--- src/hdl/assert_macros.svh ---
// Assertion helpers for the enumerator RTL.
// Every check is sampled on clk_i and is off while rst_ni is low.
`ifndef ASSERT_MACROS_SVH
`define ASSERT_MACROS_SVH

// Overlapping or next-cycle property, clocked and gated by reset.
`define BFWE_ASSERT(label, prop, msg) \
  label: assert property (@(posedge clk_i) disable iff (!rst_ni) prop) \
    else $error(msg);

// Invariant that must hold at every sampled edge out of reset.
`define BFWE_ASSERT_ALWAYS(label, expr, msg) \
  `BFWE_ASSERT(label, (expr), msg)

`endif

--- src/hdl/bfwe_pkg.sv ---
package bfwe_pkg;

  // Widths fixed by the field and register definitions
  localparam int DigitW  = 6;
  localparam int LenCfgW = 7;
  localparam int PosW    = 6;
  localparam int CfgIdxW = 2;

  // Configuration register indexes
  typedef enum logic [CfgIdxW-1:0] {
    REG_LOWER_INDEX = 2'd0,
    REG_UPPER_INDEX = 2'd1,
    REG_MIN_LENGTH  = 2'd2,
    REG_MAX_LENGTH  = 2'd3
  } cfg_reg_e;

endpackage

--- src/hdl/bfwe_digit_ram.sv ---
// Digit store: one write port, one read port with registered read data.
module bfwe_digit_ram #(
  parameter int Depth = 32,
  parameter int AddrW = 5
) (
  input  logic                       clk_i,
  input  logic                       we_i,
  input  logic [AddrW-1:0]           waddr_i,
  input  logic [bfwe_pkg::DigitW-1:0] wdata_i,
  input  logic [AddrW-1:0]           raddr_i,
  output logic [bfwe_pkg::DigitW-1:0] rdata_o
);

  logic [bfwe_pkg::DigitW-1:0] mem_q [Depth];
  logic [bfwe_pkg::DigitW-1:0] rdata_q;

  // Write port
  always_ff @(posedge clk_i) begin
    if (we_i) begin
      mem_q[waddr_i] <= wdata_i;
    end
  end

  // Registered read port
  always_ff @(posedge clk_i) begin
    rdata_q <= mem_q[raddr_i];
  end

  assign rdata_o = rdata_q;

endmodule

--- src/hdl/brute_force_word_enumerator.sv ---
// Candidate word enumerator, a variable-length odometer over digit indices.
// Input stream (s_axis): one transfer is one advance request; tdata[0] is
// restart, which clears the word so that this advance emits the first word.
// Output stream (m_axis): one transfer per digit, leftmost first; tlast marks
// the final digit of the word, tuser set means exhausted (single transfer).
// Configuration: cfg_we_i writes cfg_data_i into register cfg_idx_i
// (0 lower_index, 1 upper_index, 2 min_length, 3 max_length); write only idle.
// Operation: the digits live in a single-port-write, registered-read RAM that a
// small sequencer walks. A first word is filled digit by digit with the lower
// index; a later advance walks the carry from the rightmost digit, reading,
// then comparing and writing each digit that it passes, and grows the word by
// one digit when the carry runs out. Emission then primes the read and loads
// the digits one at a time into the output register. An exhausted report
// answers a request made once exhausted, or ends a carry that runs out at the
// length limit. s_axis_tready is high only idle.
// An output register sits between the sequencer and m_axis: the next advance
// is accepted while the last digit still waits; a stalled receiver holds the
// sequencer in its emit step with no loss. Reset clears the word (no word
// yet), the exhausted flag and the registers to their defaults.
module brute_force_word_enumerator #(
  parameter int MAX_WORD     = 32,
  parameter int CHARSET_SIZE = 64
) (
  input  logic                          clk_i,
  input  logic                          rst_ni,
  // Configuration write port
  input  logic                          cfg_we_i,
  input  logic [bfwe_pkg::CfgIdxW-1:0]  cfg_idx_i,
  input  logic [bfwe_pkg::LenCfgW-1:0]  cfg_data_i,
  // Advance requests
  input  logic                          s_axis_tvalid,
  output logic                          s_axis_tready,
  input  logic [7:0]                    s_axis_tdata,  // [0] restart, [7:1] zero
  // Word digits
  output logic                          m_axis_tvalid,
  input  logic                          m_axis_tready,
  output logic [15:0]                   m_axis_tdata,  // [5:0] digit_index, [11:6] position
  output logic                          m_axis_tlast,  // last_digit
  output logic                          m_axis_tuser   // exhausted
);

  localparam int AW = (MAX_WORD > 1) ? $clog2(MAX_WORD) : 1;
  localparam int LW = $clog2(MAX_WORD + 1);
  localparam logic [bfwe_pkg::LenCfgW-1:0] MaxWordCfg = bfwe_pkg::LenCfgW'(MAX_WORD);
  localparam logic [8:0] TopIdx = 9'(CHARSET_SIZE - 1);

  typedef enum logic [2:0] {
    ST_IDLE,
    ST_FILL,
    ST_CARRY_RD,
    ST_CARRY_CHK,
    ST_GROW,
    ST_PRIME,
    ST_EMIT,
    ST_EXH
  } state_e;

  // Configuration registers
  logic [bfwe_pkg::DigitW-1:0]  lower_q, upper_q;
  logic [bfwe_pkg::LenCfgW-1:0] min_len_q, max_len_q;

  always_ff @(posedge clk_i or negedge rst_ni) begin
    if (!rst_ni) begin
      lower_q   <= '0;
      upper_q   <= '1;
      min_len_q <= bfwe_pkg::LenCfgW'(1);
      max_len_q <= bfwe_pkg::LenCfgW'(32);
    end else if (cfg_we_i) begin
      case (cfg_idx_i)
        bfwe_pkg::REG_LOWER_INDEX: lower_q   <= cfg_data_i[bfwe_pkg::DigitW-1:0];
        bfwe_pkg::REG_UPPER_INDEX: upper_q   <= cfg_data_i[bfwe_pkg::DigitW-1:0];
        bfwe_pkg::REG_MIN_LENGTH:  min_len_q <= cfg_data_i;
        bfwe_pkg::REG_MAX_LENGTH:  max_len_q <= cfg_data_i;
        default: ;
      endcase
    end
  end

  // Sequencer state
  state_e                      state_q;
  logic [LW-1:0]               len_q;
  logic                        done_q;
  logic [AW-1:0]               idx_q;

  // Output register
  logic                        out_valid_q;
  logic [bfwe_pkg::DigitW-1:0] out_digit_q;
  logic [bfwe_pkg::PosW-1:0]   out_pos_q;
  logic                        out_last_q;
  logic                        out_exh_q;

  // Digit RAM ports
  logic                        ram_we;
  logic [AW-1:0]               ram_waddr;
  logic [bfwe_pkg::DigitW-1:0] ram_wdata;
  logic [AW-1:0]               ram_raddr;
  logic [bfwe_pkg::DigitW-1:0] ram_rdata;

  bfwe_digit_ram #(
    .Depth (MAX_WORD),
    .AddrW (AW)
  ) u_digit_ram (
    .clk_i   (clk_i),
    .we_i    (ram_we),
    .waddr_i (ram_waddr),
    .wdata_i (ram_wdata),
    .raddr_i (ram_raddr),
    .rdata_o (ram_rdata)
  );

  // Handshake terms
  logic in_xfer, out_free, emit_load, exh_load, pos_last, at_limit;
  logic [bfwe_pkg::DigitW-1:0]  wrap_pt;
  logic [bfwe_pkg::LenCfgW-1:0] start_len;

  assign s_axis_tready = (state_q == ST_IDLE);
  assign in_xfer       = s_axis_tvalid && s_axis_tready;
  assign out_free      = !out_valid_q || m_axis_tready;
  assign emit_load     = (state_q == ST_EMIT) && out_free;
  assign exh_load      = (state_q == ST_EXH) && out_free;
  assign pos_last      = (LW'(idx_q) + LW'(1)) == len_q;

  // Wrap point: upper bound limited to the character set
  assign wrap_pt = ({3'b000, upper_q} < TopIdx) ? upper_q : TopIdx[bfwe_pkg::DigitW-1:0];

  // Starting length clamped to 1..MAX_WORD
  always_comb begin
    start_len = min_len_q;
    if (min_len_q == '0) begin
      start_len = bfwe_pkg::LenCfgW'(1);
    end else if (min_len_q > MaxWordCfg) begin
      start_len = MaxWordCfg;
    end
  end

  // Growth stops at max_length or at the storage size
  assign at_limit = (bfwe_pkg::LenCfgW'(len_q) >= max_len_q) || (len_q >= LW'(MAX_WORD));

  // RAM write and read address selection
  always_comb begin
    ram_we    = 1'b0;
    ram_waddr = idx_q;
    ram_wdata = lower_q;
    ram_raddr = idx_q;
    case (state_q)
      ST_FILL: begin
        ram_we = 1'b1;
      end
      ST_CARRY_CHK: begin
        ram_we = 1'b1;
        if (ram_rdata != wrap_pt) begin
          ram_wdata = ram_rdata + bfwe_pkg::DigitW'(1);
        end
      end
      ST_GROW: begin
        ram_we    = 1'b1;
        ram_waddr = AW'(len_q);
      end
      ST_PRIME: begin
        ram_raddr = '0;
      end
      ST_EMIT: begin
        if (emit_load && !pos_last) begin
          ram_raddr = idx_q + AW'(1);
        end
      end
      default: ;
    endcase
  end

  // Sequencer and output register
  always_ff @(posedge clk_i or negedge rst_ni) begin
    if (!rst_ni) begin
      state_q     <= ST_IDLE;
      len_q       <= '0;
      done_q      <= 1'b0;
      idx_q       <= '0;
      out_valid_q <= 1'b0;
      out_digit_q <= '0;
      out_pos_q   <= '0;
      out_last_q  <= 1'b0;
      out_exh_q   <= 1'b0;
    end else begin
      if (out_valid_q && m_axis_tready && !emit_load && !exh_load) begin
        out_valid_q <= 1'b0;
      end
      case (state_q)
        ST_IDLE: begin
          if (in_xfer) begin
            if (s_axis_tdata[0]) begin
              len_q   <= LW'(start_len);
              done_q  <= 1'b0;
              idx_q   <= '0;
              state_q <= ST_FILL;
            end else if (done_q) begin
              state_q <= ST_EXH;
            end else if (len_q == '0) begin
              len_q   <= LW'(start_len);
              idx_q   <= '0;
              state_q <= ST_FILL;
            end else begin
              idx_q   <= AW'(len_q - LW'(1));
              state_q <= ST_CARRY_RD;
            end
          end
        end
        ST_FILL: begin
          if (pos_last) begin
            state_q <= ST_PRIME;
          end else begin
            idx_q <= idx_q + AW'(1);
          end
        end
        ST_CARRY_RD: begin
          state_q <= ST_CARRY_CHK;
        end
        ST_CARRY_CHK: begin
          if (ram_rdata != wrap_pt) begin
            state_q <= ST_PRIME;
          end else if (idx_q != '0) begin
            idx_q   <= idx_q - AW'(1);
            state_q <= ST_CARRY_RD;
          end else if (at_limit) begin
            done_q  <= 1'b1;
            state_q <= ST_EXH;
          end else begin
            state_q <= ST_GROW;
          end
        end
        ST_GROW: begin
          len_q   <= len_q + LW'(1);
          state_q <= ST_PRIME;
        end
        ST_PRIME: begin
          idx_q   <= '0;
          state_q <= ST_EMIT;
        end
        ST_EMIT: begin
          if (emit_load) begin
            out_valid_q <= 1'b1;
            out_digit_q <= ram_rdata;
            out_pos_q   <= bfwe_pkg::PosW'(idx_q);
            out_last_q  <= pos_last;
            out_exh_q   <= 1'b0;
            if (pos_last) begin
              state_q <= ST_IDLE;
            end else begin
              idx_q <= idx_q + AW'(1);
            end
          end
        end
        ST_EXH: begin
          if (exh_load) begin
            out_valid_q <= 1'b1;
            out_digit_q <= '0;
            out_pos_q   <= '0;
            out_last_q  <= 1'b1;
            out_exh_q   <= 1'b1;
            state_q     <= ST_IDLE;
          end
        end
        default: begin
          state_q <= ST_IDLE;
        end
      endcase
    end
  end

  assign m_axis_tvalid = out_valid_q;
  assign m_axis_tdata  = {4'b0000, out_pos_q, out_digit_q};
  assign m_axis_tlast  = out_last_q;
  assign m_axis_tuser  = out_exh_q;

  // Checks
  `include "assert_macros.svh"

  `BFWE_ASSERT_ALWAYS(a_len_bound, len_q <= LW'(MAX_WORD), "word length beyond storage")
  `BFWE_ASSERT(a_exh_shape, m_axis_tvalid && m_axis_tuser |-> m_axis_tlast && (m_axis_tdata == '0),
    "exhausted transfer not a lone zero digit")
  `BFWE_ASSERT(a_restart_fill, in_xfer && s_axis_tdata[0] |=> state_q == ST_FILL,
    "restart did not rebuild the starting word")
  `BFWE_ASSERT(a_done_sticky, done_q && !in_xfer |=> done_q,
    "exhausted flag dropped without a request")
  `BFWE_ASSERT(a_chk_in_word, state_q == ST_CARRY_CHK |-> LW'(idx_q) < len_q,
    "carry walk outside the word")

endmodule

--- config.mk ---
export PLATFORM = sky130hd
export DESIGN_NAME = brute_force_word_enumerator
export DESIGN_NICKNAME = d
export VERILOG_FILES = /design/src/hdl/bfwe_pkg.sv /design/src/hdl/bfwe_digit_ram.sv /design/src/hdl/brute_force_word_enumerator.sv
export VERILOG_INCLUDE_DIRS = /design/src /design/src/hdl
export SDC_FILE = /design/constraint.sdc
export NUM_CORES = 1
export LEC_CHECK = 0
export BUFFER_PORTS_ARGS = -buffer_cell sky130_fd_sc_hd__buf_2
export CORE_MARGIN = 1
export CORE_UTILIZATION = 62
export DETAILED_ROUTE_END_ITERATION = 6
export PLACE_DENSITY = 0.86
export REMOVE_ABC_BUFFERS = 1
export SETUP_SLACK_MARGIN = 0.3
export SYNTH_ARGS = -nofsm -noshare
export SYNTH_HDL_FRONTEND = slang
export SYNTH_SLANG_ARGS = --single-unit
--- constraint.sdc ---
create_clock -name clk_i -period 4.2 [get_ports clk_i]
set_input_delay 0 -clock clk_i [delete_from_list [all_inputs] [get_ports clk_i]]
set_output_delay 0 -clock clk_i [all_outputs]
set_load 0.03 [all_outputs]
**After elaboration in Yosys (flattened, before gate mapping)**

Memory sizes are Yosys's and may differ from the RTL's. A register that Yosys moved wholly into a read port is not among the register bits.
Index checks and enable logic that the tools add are counted.

- Memories kept: 1
- Register bits after elaboration: 56
- Input port bits: 22
- Logic and storage cells: 137
- RAM bits: 192
- Output and inout port bits: 20

Memories:

| memory | depth | width | read ports | clocked after memory_dff | wr ports | line | source |
|---|---|---|---|---|---|---|---|
| u_digit_ram.mem_q | 32 | 6 | 1 | 1 | 1 | bfwe_digit_ram.sv:14 | `logic [bfwe_pkg::DigitW-1:0] mem_q [Depth];` |

- Magnitude comparators: 4
- Add/subtract/negate cells: 6
- Muxes and demuxes: 57
- Reductions and logical operators: 32
- Eq/ne operators: 24

Operators with widths:

| operator | number |
|---|---|
| 2-to-1 mux 6 bit | 12 |
| 2-to-1 mux 5 bit | 10 |
| one-hot mux 6 bit (2 select lines) | 3 |
| 2-to-1 mux 3 bit | 9 |
| one-hot mux 5 bit (5 select lines) | 1 |
| one-hot mux 3 bit (8 select lines) | 1 |
| != test 2 bit (second input constant) | 8 |
| 2-to-1 mux 1 bit | 14 |
| adder 6 x 1 -> 6 bit (second input constant) | 2 |
| == test 3 bit (second input constant) | 4 |
| AND reduction 6 bit | 2 |
| one-hot mux 5 bit (2 select lines) | 1 |
| nonzero test 5 bit | 2 |
| subtractor 5 x 1 -> 5 bit (second input constant) | 2 |
| one-hot mux 1 bit (2 select lines) | 4 |
| AND reduction 2 bit | 4 |
| >= comparator 6 x 7 -> 1 bit | 1 |
| greater-than comparator 7 x 6 -> 1 bit (second input constant) | 1 |
| logical AND 1 bit | 7 |
| logical NOT 7 bit | 1 |
| adder 5 x 1 -> 6 bit (second input constant) | 1 |
| == test 3 x 2 -> 1 bit (second input constant) | 2 |
| == test 6 bit | 1 |
| >= comparator 6 bit (second input constant) | 1 |
| other kinds (20) | 29 |

**Logic depth before layout (Yosys ltp)**

- Depth in word-level cells: 9
- Gate-level depth with buffers: 16
- Mapped depth without buffers: 11

**Modules after synthesis**

Synthesis repeated with hierarchy kept, for this count alone.

- Cell total of the unflattened synthesis: 724
- Area total of the unflattened synthesis: 11,209.5 um2

By module, submodules not included:

| module | cells an instance | area each (um2) | seq. area each (um2) | times used |
|---|---|---|---|---|
| bfwe_digit_ram | 323 | 7,589.8 | 5,885.6 | 1 |
| brute_force_word_enumerator | 401 | 3,619.7 | 1,386.3 | 1 |

**Worst setup path after synthesis**

Ideal clock, no wire load.

- Path type: reg2reg
- Start point: register idx_q[0]
- End point: register u_digit_ram.rdata_q (netlist bit u_digit_ram.rdata_o[4]) (read register of u_digit_ram.mem_q)
- Data arrival time: 2.851 ns
- Data required time: 4.072 ns
- Setup slack: 1.222 ns
- Cell stages (with the launch flop): 17
- Clock period less this slack: 2.978 ns
- Buffers on the path: 5
- Library setup time: 0.128 ns
- Path through: dfrtp_1 buf_2 inv_1 ha_1 xor2_1 nor2_1 and4_1 buf_4 a41oi_2 and2_1 buf_4 buf_6 buf_6 mux2i_1 mux2i_1 o21ai_0 nand4b_1

- Word-level cells in the longest chain between the ends: 6
- Elaborated cells on any way between the ends: 7
- Those cells by class: 2 x add/sub; 1 x eq/ne; 2 x mux; 2 x reduce/logical

Ends and longest elaborated chain:

| element | line | source |
|---|---|---|
| start, declared | brute_force_word_enumerator.sv:83 | `logic [AW-1:0] idx_q;` |
| start signal, assigned | brute_force_word_enumerator.sv:202 | `idx_q <= AW'(len_q - LW'(1));` |
| start signal, assigned | brute_force_word_enumerator.sv:211 | `idx_q <= idx_q + AW'(1);` |
| start signal, assigned | brute_force_word_enumerator.sv:221 | `idx_q <= idx_q - AW'(1);` |
| adder 5 x 1 -> 6 bit | brute_force_word_enumerator.sv:121 | `assign pos_last = (LW'(idx_q) + LW'(1)) == len_q;` |
| == test 6 bit | brute_force_word_enumerator.sv:121 |  |
| logical NOT 1 bit | brute_force_word_enumerator.sv:163 | `if (emit_load && !pos_last) begin` |
| logical AND 1 bit | brute_force_word_enumerator.sv:163 |  |
| 2-to-1 mux 5 bit | brute_force_word_enumerator.sv:163 |  |
| one-hot mux 5 bit (2 select lines) (*) | brute_force_word_enumerator.sv:145 | `case (state_q)` |
| end, declared | bfwe_digit_ram.sv:15 | `logic [bfwe_pkg::DigitW-1:0] rdata_q;` |

Mark *: on every way between the ends. The rest lies on a longest branch, timed or not.
A chain may end at the register's enable or synchronous reset.

**Worst setup path after layout**

- Start point: register state_q[0]
- End point: register u_digit_ram.rdata_q (netlist bit u_digit_ram.rdata_o[3]) (read register of u_digit_ram.mem_q)

- Word-level cells in the longest chain between the ends: 5
- Elaborated cells on any way between the ends: 6
- Those cells by class: 2 x eq/ne; 2 x mux; 2 x reduce/logical

Ends and longest elaborated chain:

| element | line | source |
|---|---|---|
| start, declared | brute_force_word_enumerator.sv:80 | `state_e state_q;` |
| start signal, assigned | brute_force_word_enumerator.sv:174 | `state_q <= ST_IDLE;` |
| start signal, assigned | brute_force_word_enumerator.sv:194 | `state_q <= ST_FILL;` |
| start signal, assigned | brute_force_word_enumerator.sv:196 | `state_q <= ST_EXH;` |
| == test 3 bit | brute_force_word_enumerator.sv:119, brute_force_word_enumerator.sv:145 |  |
| logical AND 1 bit | brute_force_word_enumerator.sv:119 | `assign emit_load = (state_q == ST_EMIT) && out_free;` |
| logical AND 1 bit | brute_force_word_enumerator.sv:163 |  |
| 2-to-1 mux 5 bit | brute_force_word_enumerator.sv:163 |  |
| one-hot mux 5 bit (2 select lines) (*) | brute_force_word_enumerator.sv:145 |  |

Marked as above.

==> impl_metrics.py <==
metrics = {
    "clock_network": {
        "cts.htree.levels": 1,
        "clk_pin_slew_ps": 60,
        "clock_latency_ps": 530,
        "ctsRootBufferMaster": "clkbuf_16",
        "cts_buffers": 25,
        "clock_sinks": 253,
        "cts_setup_buffers": 0,
        "clock_path_buffers": 3,
        "cts_tree": "built",
    },
    "synthesis": {
        "seq_area_frac_synth_pct": 61.63,
        "ys_ff_latch": 253,
        "yosysMostFrequentCell": "edfxtp_1",
        "synthTopCellsByCount": "192 x edfxtp_1, 107 x nand2_1, 84 x mux2i_1, 65 x nor2_1, 47 x dfrtp_1",
        "syn_avg_cell_area_sq_um": 12.95,
        "synth_edf_count": 192,
        "synth_largest_area_cell": "edfxtp_1",
        "synthCells": 911,
        "synth_top_cell_area_share_pct": 48.86,
        "synth-main-ff-cell": "edfxtp_1",
        "syn_area_sq_um": 11800,
        "synthDistinctLibCells": 77,
        "synth_warnings": 0,
        "async_reset_ff_share_pct": 21.74,
        "synth_area_leaders": "edfxtp_1 49%, dfrtp_1 10%, mux2i_1 7.1%",
    },
    "timing": {
        "rsz0062_at_grt": "no",
        "timing.slew.headroom_pct": 24.96,
        "fin_ws_ps": 586.9,
        "post-route-period-util_pct": 86.03,
        "hold_violations": 0,
        "slew_violations": 0,
        "hold_ws_ps": 37.06,
        "min_period_ps": 3613,
        "fin_skew_ps": 17.02,
        "fin_setup_tns_ps": 0,
        "finalSetupViolCount": 0,
        "max_freq_mhz": 276.8,
        "worst_pin_slew_ps": 1126,
    },
    "floorplan": {
        "ioPinCount": 42,
        "fp.coreArea_sq_um": 18710,
        "die_w_microns": 140.0,
        "dieArea_sq_um": 19590,
        "start_util_pct": 63.08,
        "rows": 50,
        "dieHeight_microns": 140.0,
    },
    "final_layout": {
        "area_delta_synth_final_pct": 10.74,
        "antenna_cells": 0,
        "drive_above_1_share_pct": 16.72,
        "final_nets": 985,
        "final_area_sq_um": 13070,
    },
    "place": {
        "place_ws_ps": 545.1,
        "place_area_sq_um": 12160,
        "dpl.hpwl_microns": 17130,
        "gp_congestion": 0.9009,
        "io_buffers": 29,
    },
    "worst_setup_path": {
        "cp-start-kind": "flip-flop",
        "r2r-start": "state_q[0]",
        "cpPeakStageDelay_ps": 630,
        "crit_path_end_kind": "flip-flop",
        "critPathMaxFanout": 17,
        "crit_path_start": "state_q[0]",
        "critPathKind": "reg -> reg",
        "worst-endpoint-arrival_ps": 4080,
        "required_ps": 4670,
        "critPathTopFamily": "simple AND/OR/NAND/NOR gates",
        "cp.buffers_inverters": 1,
        "cp_slowest_cell": "or2_1",
        "crit_chain": "nand3b_1 -> nor2_1 -> nand3_1 -> o221ai_2 -> or2_1 -> buf_4 -> nor2_1 -> a221oi_1 -> o21ai_1 -> nand4b_1",
        "path_common_cell": "nor2_1",
    },
    "route": {
        "vias_per_cell": 6.539,
        "routed-via-count": 7867,
        "firstDrtPassIters": 7,
        "wl_microns": 26550,
        "drtIter0Drc": 779,
        "ant_nets": 0,
        "drc": 0,
        "routedWlPerCell_microns": 22.07,
    },
    "worst_hold_path": {
        "hold_path_class": "in -> reg",
        "min-delay-start": "cfg_we_i",
    },
    "global_routing": {
        "grt.overflow.total": 0,
        "grt_pass1_wl_microns": 41630,
        "grt_pass1_vias": 7668,
        "antenna_found_initial": 0,
        "grt_use_total_pct": 27.96,
        "grt_max_degree": 56,
    },
    "power_and_ir_drop": {
        "p_total_mw": 10.08,
        "ir_drop_mv": 0.4245,
        "p_per_area_nw_per_um2": 771.3,
        "leakage_nw": 4.814,
    },
    "run": {
        "maxCapViolCount": 0,
    },
    "outcome": {
        "run_status": "completed",
    },
}
==> cell type report <==
cell class	instances	area, sq um
fill	1210	5638
timing repair buffer	61	467.9
clock inverter	11	90.09
sequential	253	7273
tap	234	292.8
inverter	13	48.80
clock buffer	34	679.4
multi-input combinational	597	4215
==> tightest hold or removal path, cell delays in order <==
cell and delay (ps):
buf_2 120, nor3b_1 230, o21ai_0 170
==> repair_timing <==
item / 4_1_cts / 5_1_grt
setup endpoints to repair: 0 / 3
endpoints found under the hold margin: 75 / 0
resized for setup: 0 / 2
hold buffers: 13 / 0
==> metrics by stage <==
step / cells / util, %
2_1_floorplan: 863 / -
3_3_place_gp: 1145 / 65.00
3_5_place_dp: 1145 / 65.00
4_1_cts: 1203 / 69.81
5_1_grt: 1203 / 69.86
6_report: 1203 / 69.86
==> report_power, final <==
part | internal [mW] | switching, mW
Sequential | 3.27 | 0.388
Clock | 1.20 | 0.898
Combinational | 1.62 | 2.71
Total | 6.08 | 3.99
==> path summary, 6_finish.rpt <==
kind,endpoint,slack [ps],depth (start not counted)
max in group asynchronous,idx_q[0],3530,3
worst min-delay path,lower_q[0],40,3
worst max-delay path,u_digit_ram.rdata_o[3],590,10
min in group asynchronous,max_len_q[4],130,3
worst max register to register,u_digit_ram.rdata_o[3],590,10
worst min register to register,out_digit_q[0],480,2
==> state kept, by name (all words and copies together), names as in the netlist, 5 cells and up <==
name / cells
lower_q: 6
upper_q: 6
min_len_q: 7
out_digit_q: 6
u_digit_ram.mem_q: 192
len_q: 6
out_pos_q: 5
u_digit_ram.rdata_o: 6
max_len_q: 7
idx_q: 5
==> logic make-up (layout without fill, tap and decap cells) <==
| group | count (synthesis) | in the layout | synth area share, % |
|---|---|---|---|
| multiplexers | 124 | 124 | 10.94 |
| flip-flops | 253 | 253 | 61.63 |
| AO/OA/AOI/OAI | 161 | 161 | 10.18 |
| XOR/XNOR | 23 | 23 | 1.834 |
| buffers and inverters | 65 | 119 | 3.086 |
| adder cells (fa/ha/maj) | 12 | 12 | 1.272 |
| other | 1 | 5 | 0.03178 |
| AND/OR/NAND/NOR | 272 | 272 | 11.03 |
==> per-layer routing <==
layer | up-vias | part of all wire (%) | track usage [%]
li1 | 3498 | - | -
met1 | 3846 | 39 | 37.26
met2 | 440 | 49 | 46.53
met3 | 83 | 8.5 | 4.274
met4 | 0 | 3.8 | 11.05
met5 | - | 0 | 0
==> cells in the final DEF, fill, tap and decap left out, drive strengths merged, types with 12 or more instances in the layout <==
cell and instances:
nor2 65, dfrtp 47, nand3 32, clkbuf 34
o21ai 33, ha 12, nand2 109, xnor2 14
inv 14, dlygate4sd3 13, a21boi 18, a211oi 18
a21oi 20, nor3 13, mux2i 84, mux2 40
edfxtp 192, buf 48
(Power assumes the default switching activity.)
